<file path="src/hw/rtl/pnu_pkg.sv">
`timescale 1ns / 1ps
`default_nettype none
// ----------------------------------------------------------------------------
// Polygonal number unit package
// Shared constants, transfer types and the per-stage step functions of the
// square root and divider pipelines.
// ----------------------------------------------------------------------------
package pnu_pkg;

   localparam int VAL_W  = 63;            // operand and result width
   localparam int SIDE_W = 8;             // side count width
   localparam int DSQ_W  = 16;            // width of (s-4)^2
   localparam int DISC_W = 76;            // discriminant width
   localparam int ROOT_W = DISC_W / 2;    // integer square root width
   localparam int REM_W  = ROOT_W + 2;    // square root remainder width
   localparam int NUM_W  = ROOT_W + 1;    // dividend width, r + s - 4
   localparam int DEN_W  = 9;             // divisor width, 2s - 4

   localparam logic OP_FORWARD = 1'b0;
   localparam logic OP_INVERSE = 1'b1;
   localparam logic ST_OK      = 1'b0;
   localparam logic ST_REJECT  = 1'b1;

   typedef struct packed {
      logic             opcode;
      logic [VAL_W-1:0] operand;
   } req_type;

   typedef struct packed {
      logic [VAL_W-1:0] result;
      logic             status;
   } rsp_type;

   // Item leaving the multiplier front end.
   typedef struct packed {
      logic              op;
      logic              vzero;
      logic [VAL_W-1:0]  fres;
      logic [DISC_W-1:0] disc;
   } front_type;

   // Item inside the square root pipeline.
   typedef struct packed {
      logic              op;
      logic              vzero;
      logic [VAL_W-1:0]  fres;
      logic [DISC_W-1:0] disc;
      logic [REM_W-1:0]  rem;
      logic [ROOT_W-1:0] root;
   } root_type;

   // Item inside the divider pipeline. The dividend register fills with the
   // quotient from the bottom as its bits are consumed from the top.
   typedef struct packed {
      logic             op;
      logic             vzero;
      logic [VAL_W-1:0] fres;
      logic             exact;
      logic [NUM_W-1:0] num;
      logic [DEN_W-1:0] rem;
   } div_type;

   // One digit of the restoring square root: two discriminant bits in,
   // one root bit out.
   function automatic root_type root_step(root_type x);
      logic [REM_W+1:0] acc;
      logic [REM_W+1:0] trial;
      logic             take;
      root_type         y;
      y     = x;
      acc   = {x.rem, x.disc[DISC_W-1 -: 2]};
      trial = {2'b00, x.root, 2'b01};
      take  = (acc >= trial);
      if (take) begin
         y.rem = REM_W'(acc - trial);
      end else begin
         y.rem = acc[REM_W-1:0];
      end
      y.root = {x.root[ROOT_W-2:0], take};
      y.disc = x.disc << 2;
      return y;
   endfunction

   // One quotient bit of a restoring division by den.
   function automatic div_type div_step(div_type x, logic [DEN_W-1:0] den);
      logic [DEN_W:0] acc;
      logic           take;
      div_type        y;
      y    = x;
      acc  = {x.rem, x.num[NUM_W-1]};
      take = (acc >= {1'b0, den});
      if (take) begin
         y.rem = DEN_W'(acc - {1'b0, den});
      end else begin
         y.rem = acc[DEN_W-1:0];
      end
      y.num = {x.num[NUM_W-2:0], take};
      return y;
   endfunction

endpackage
`default_nettype wire

</file>
<file path="src/hw/rtl/pnu_front.sv">
`timescale 1ns / 1ps
`default_nettype none
// ----------------------------------------------------------------------------
// Polygonal number unit front end
// Three multiplier stages: the forward value P(s,n) with saturation, and the
// discriminant 8(s-2)v + (s-4)^2 for the inverse path.
// ----------------------------------------------------------------------------
module pnu_front #(
   parameter int INDEX_BITS = 28
) (
   input  wire logic                     clock,
   input  wire logic                     reset,
   input  wire logic                     en,
   input  wire logic                     in_valid,
   input  wire pnu_pkg::req_type         in_data,
   input  wire logic [pnu_pkg::SIDE_W-1:0] sm2,
   input  wire logic [pnu_pkg::DSQ_W-1:0]  dsq,
   output logic                          out_valid,
   output pnu_pkg::front_type            out_data
);
   import pnu_pkg::*;

   localparam int T_W = INDEX_BITS + SIDE_W + 1;
   localparam int TL  = (T_W + 1) / 2;
   localparam int TH  = T_W - TL;
   localparam int P_W = INDEX_BITS + T_W;
   localparam int PX  = (P_W > 65) ? P_W : 65;

   // Stage 1
   logic                      v1_ff;
   logic                      op1_ff, vz1_ff;
   logic [INDEX_BITS-1:0]     n1_ff;
   logic [T_W-1:0]            t1_ff, t1_in;
   logic [42:0]               pl1_ff, pl1_in;
   logic [41:0]               ph1_ff, ph1_in;
   logic [INDEX_BITS-1:0]     nm1;
   logic [INDEX_BITS+SIDE_W-1:0] tm;
   logic [SIDE_W+2:0]         k;

   // Stage 2
   logic                      v2_ff;
   logic                      op2_ff, vz2_ff;
   logic [INDEX_BITS+TL-1:0]  plo2_ff;
   logic [INDEX_BITS+TH-1:0]  phi2_ff;
   logic [DISC_W-1:0]         disc2_ff;

   // Stage 3
   logic                      v3_ff;
   front_type                 f3_ff;
   logic [PX-1:0]             p;

   always_comb begin
      nm1    = in_data.operand[INDEX_BITS-1:0] - INDEX_BITS'(1);
      tm     = sm2 * nm1;
      t1_in  = {1'b0, tm} + T_W'(2);
      k      = {sm2, 3'b000};
      pl1_in = k * in_data.operand[31:0];
      ph1_in = k * in_data.operand[62:32];
      p      = PX'(plo2_ff) + (PX'(phi2_ff) << TL);
   end

   always_ff @(posedge clock) begin
      if (reset) begin
         v1_ff <= 1'b0;
         v2_ff <= 1'b0;
         v3_ff <= 1'b0;
      end else if (en) begin
         v1_ff <= in_valid;
         v2_ff <= v1_ff;
         v3_ff <= v2_ff;
      end
   end

   always_ff @(posedge clock) begin
      if (en) begin
         op1_ff   <= in_data.opcode;
         vz1_ff   <= (in_data.operand == '0);
         n1_ff    <= in_data.operand[INDEX_BITS-1:0];
         t1_ff    <= t1_in;
         pl1_ff   <= pl1_in;
         ph1_ff   <= ph1_in;

         op2_ff   <= op1_ff;
         vz2_ff   <= vz1_ff;
         plo2_ff  <= n1_ff * t1_ff[TL-1:0];
         phi2_ff  <= n1_ff * t1_ff[T_W-1:TL];
         disc2_ff <= DISC_W'({ph1_ff, 32'd0}) + DISC_W'(pl1_ff) + DISC_W'(dsq);

         f3_ff.op    <= op2_ff;
         f3_ff.vzero <= vz2_ff;
         f3_ff.disc  <= disc2_ff;
         f3_ff.fres  <= (|p[PX-1:64]) ? {VAL_W{1'b1}} : p[63:1];
      end
   end

   assign out_valid = v3_ff;
   assign out_data  = f3_ff;

endmodule
`default_nettype wire

</file>
<file path="config.mk">
export PLATFORM = sky130hd
export DESIGN_NAME = pnu_front
export DESIGN_NICKNAME = d
export VERILOG_FILES = /design/src/hw/rtl/pnu_pkg.sv /design/src/hw/rtl/pnu_front.sv
export SDC_FILE = /design/constraint.sdc
export NUM_CORES = 2
export LEC_CHECK = 0
export BUFFER_PORTS_ARGS = -buffer_cell sky130_fd_sc_hd__buf_2
export CAP_MARGIN = 30
export CORE_MARGIN = 1.5
export CORE_UTILIZATION = 60
export DETAILED_ROUTE_END_ITERATION = 8
export GPL_ROUTABILITY_DRIVEN = 0
export GPL_TIMING_DRIVEN = 0
export PLACE_DENSITY = 0.75
export SYNTH_ARGS = -nofsm -noshare
export SYNTH_HDL_FRONTEND = slang
export SYNTH_SLANG_ARGS = --single-unit
export TNS_END_PERCENT = 50
</file>
<file path="constraint.sdc">
create_clock -name clock -period 22.9 [get_ports clock]
set_clock_uncertainty 0.2 [all_clocks]
set_input_delay 4.58 -clock clock [delete_from_list [all_inputs] [get_ports clock]]
set_output_delay 4.58 -clock clock [all_outputs]
set_load 0.02 [all_outputs]
</file>
==> metrics.yaml <==
yosys_register_bits: 458
synth_edf_count: 455
clock.fmax_ghz: 0.0847
yosysUniqueCellTypes: 88
fp.dieW_um: 352
fin_nets: 9872
synth_async_sr_flop_share: 0
cts_tree: "done"
drv_slew: 0
dp_hpwl_mm: 161
clk_latency_ns: 0.68
fin_crit_ns: 11.81
end_kind: "register"
worstPathMaxFanout: 10
ys_seq_area_frac: 0.187
grt_pass1_vias: 57344
critPathKind: "primary input to register"
initial_core_util: 0.608
tns_ns: 0
grt_pass1_wl_mm: 315
clock_path_buffers: 3
antenna_left: 0
synth_flop_cell: "edfxtp_1"
wl_per_cell_um: 20.8
avgSynthCellArea_sq_um: 9.55
post_dp_cell_area_sq_mm: 0.0764
hold_viol: 0
reg2reg_slack_ns: 13.56
drt_pre_antenna_iters: 7
setup-violations-final: 0
hold_buffers: 0
core_sq_mm: 0.120
slowest_delay_ns: 0.70
synth.most_common_cell: "inv_1"
htree_levels: 2
portBuffers: 194
fp.dieArea_sq_mm: 0.124
drcViolationCount: 0
layout_setup_ws_ns: 11.09
timing.rr.end: "phi2_ff[44]$_DFFE_PP_"
critical_path_required_ns: 23.08
netlist_area_sq_mm: 0.0732
synth_area_leader_cell: "fa_1"
cts_resized: 0
slowest_stage: "xnor2_1"
outcome: "finished clean"
initialDrtViolationCount: 5168
cts_buffers: 54
synth.area.top_cells: "fa_1 (37%), edfxtp_1 (19%), ha_1 (8.2%)"
hold_start: "disc2_ff[46]$_DFFE_PP_"
vias_per_cell: 5.70
rows: 127
yosysWarningCount: 0
synth_common_cells: "inv_1 (1,555), fa_1 (1,370), nand2_1 (1,210), and2_1 (594), ha_1 (480)"
synthDominantCellAreaShare: 0.375
cts_sinks: 458
fin_area_sq_mm: 0.0782
postSynthNetCount: 9608
min_delay_path_depth: 0
synth_cells: 7666
vias: 54712
die_height_um: 352
fin_crit_sh: 0.516
antenna_found_initial: 27
wirelength_mm: 200
grt_use_total: 0.329
tightest_slew_ns: 1.15
holdPathEnd: "out_data[46]$_DFFE_PP_"
ios: 234
rr_worst_depth: 26
relSlewSlack: 0.234
maxCapViolCount: 0
cp-start-kind: "primary input"
pre_cts_slack_ns: 10.75
grt_overflow: 0
syn_to_final_growth_pct: 6.85
hold_path.class: "register to register"
drive_gt1_frac: 0.0457
rr_startpoint: "n1_ff[11]$_DFFE_PP_"
ctsRootBufferMaster: "clkbuf_16"
rsz0062_at_grt: "false"
arrival_ns: 11.99
post_cts_buffers: 0
path_clk_slew_ns: 0.06
grt_max_degree: 128
## registers in the layout, summed over array words and instances, names as in the netlist, 28 cells and up
| name | count |
|---|---|
| out_data | 140 |
| ph1_ff | 39 |
| plo2_ff | 46 |
| phi2_ff | 46 |
| t1_ff | 37 |
| disc2_ff | 75 |
| n1_ff | 28 |
| pl1_ff | 40 |
## stage by stage
stage                     hold WS, ns   util  cells
after global routing            0.220  0.649   9597
after floorplan                 0.200      -   7666
after global placement          0.201  0.633   9472
after CTS                       0.217  0.648   9576
final                           0.208  0.650   9604
after detailed placement        0.205  0.634   9478
## metal layers
layer,track usage,share of wire
met5,0,0.00045
met2,0.524,0.46
met3,0.0700,0.098
met4,0.217,0.080
met1,0.407,0.37
## how the worst max path moves through the flow
stage                      startpoint             endpoint  slack [ns]  cells after the start
final                     in_data[11]  t1_ff[36]$_DFFE_PP_       11.09                     26
after global routing      in_data[11]  t1_ff[36]$_DFFE_PP_       10.95                     26
after CTS                 in_data[11]  t1_ff[36]$_DFFE_PP_       11.35                     26
after detailed placement  in_data[11]  t1_ff[36]$_DFFE_PP_       10.75                     26
after global placement             en   v1_ff$_SDFFE_PP0P_        9.97                      3
after floorplan           in_data[11]  t1_ff[36]$_DFFE_PP_       12.05                     25
## placed cells by master (no fill, tap or decap), types with 8 or more instances in the layout
| master | synthesis | routed |
|---|---|---|
| nand4_1 | 41 | 41 |
| and2_1 | 594 | 594 |
| o211ai_1 | 17 | 17 |
| ha_1 | 480 | 480 |
| nand3_1 | 77 | 77 |
| clkinv_2 | 0 | 12 |
| a21o_1 | 117 | 117 |
| o21bai_1 | 31 | 31 |
| clkbuf_1 | 351 | 356 |
| o31ai_1 | 12 | 12 |
| nor4_1 | 17 | 17 |
| nand2b_1 | 67 | 67 |
| o21ai_1 | 11 | 11 |
| buf_8 | 0 | 9 |
| diode_2 | 0 | 20 |
| nor2b_1 | 117 | 117 |
| clkinv_1 | 0 | 12 |
| buf_1 | 37 | 37 |
| nor3_1 | 46 | 46 |
| or2_2 | 8 | 8 |
| xnor2_1 | 212 | 212 |
| clkbuf_16 | 0 | 54 |
| a31oi_1 | 18 | 17 |
| xor2_1 | 84 | 84 |
| buf_2 | 4 | 197 |
| or3_1 | 19 | 19 |
| o21a_1 | 24 | 24 |
| nor2_1 | 163 | 163 |
| fa_1 | 1370 | 1370 |
| and3_1 | 21 | 21 |
| inv_1 | 1555 | 1555 |
| nand2_1 | 1210 | 1210 |
| o21ai_0 | 116 | 116 |
| a211oi_1 | 23 | 23 |
| edfxtp_1 | 455 | 455 |
| a21oi_1 | 206 | 206 |
| nand2_2 | 30 | 30 |
## worst max-delay path: cells and delay by family
kind / cells / cell delay (ns)
adders and majority gates: 5 / 2.18
buffers and inverters: 7 / 1.00
xor gates and xnor gates: 2 / 0.85
AOI/OAI and AO/OA: 5 / 1.05
and+or+nand+nor: 7 / 2.29
## logic make-up (layout without fill, tap and decap cells)
group                      count (synthesis)  count (layout)  share of synthesized area
and+or+nand+nor                         2443            2443                      0.161
muxes                                      7               7                   0.000974
buffers and inverters                   1954            2260                      0.101
xor gates and xnor gates                 297             297                     0.0358
AOI/OAI and AO/OA                        656             656                     0.0579
adders and majority gates               1850            1850                      0.457
DFF                                      458             458                      0.187
other                                      1              21                  0.0000512
## area by class of cell
class	instances	area, sq um
Sequential cell	458	13700
Clock buffer	59	1370
Tap cell	1612	2020
Fill cell	9831	42200
Inverter	1555	5840
Multi-Input combinational cell	5254	52100
Antenna cell	20	50.0
Buffer	399	1540
Timing Repair Buffer	208	1220
Clock inverter	39	353
Power is left out: the tool's default activity adds up to more than one toggle a clock period on the data nets, which glitch-free logic cannot reach.
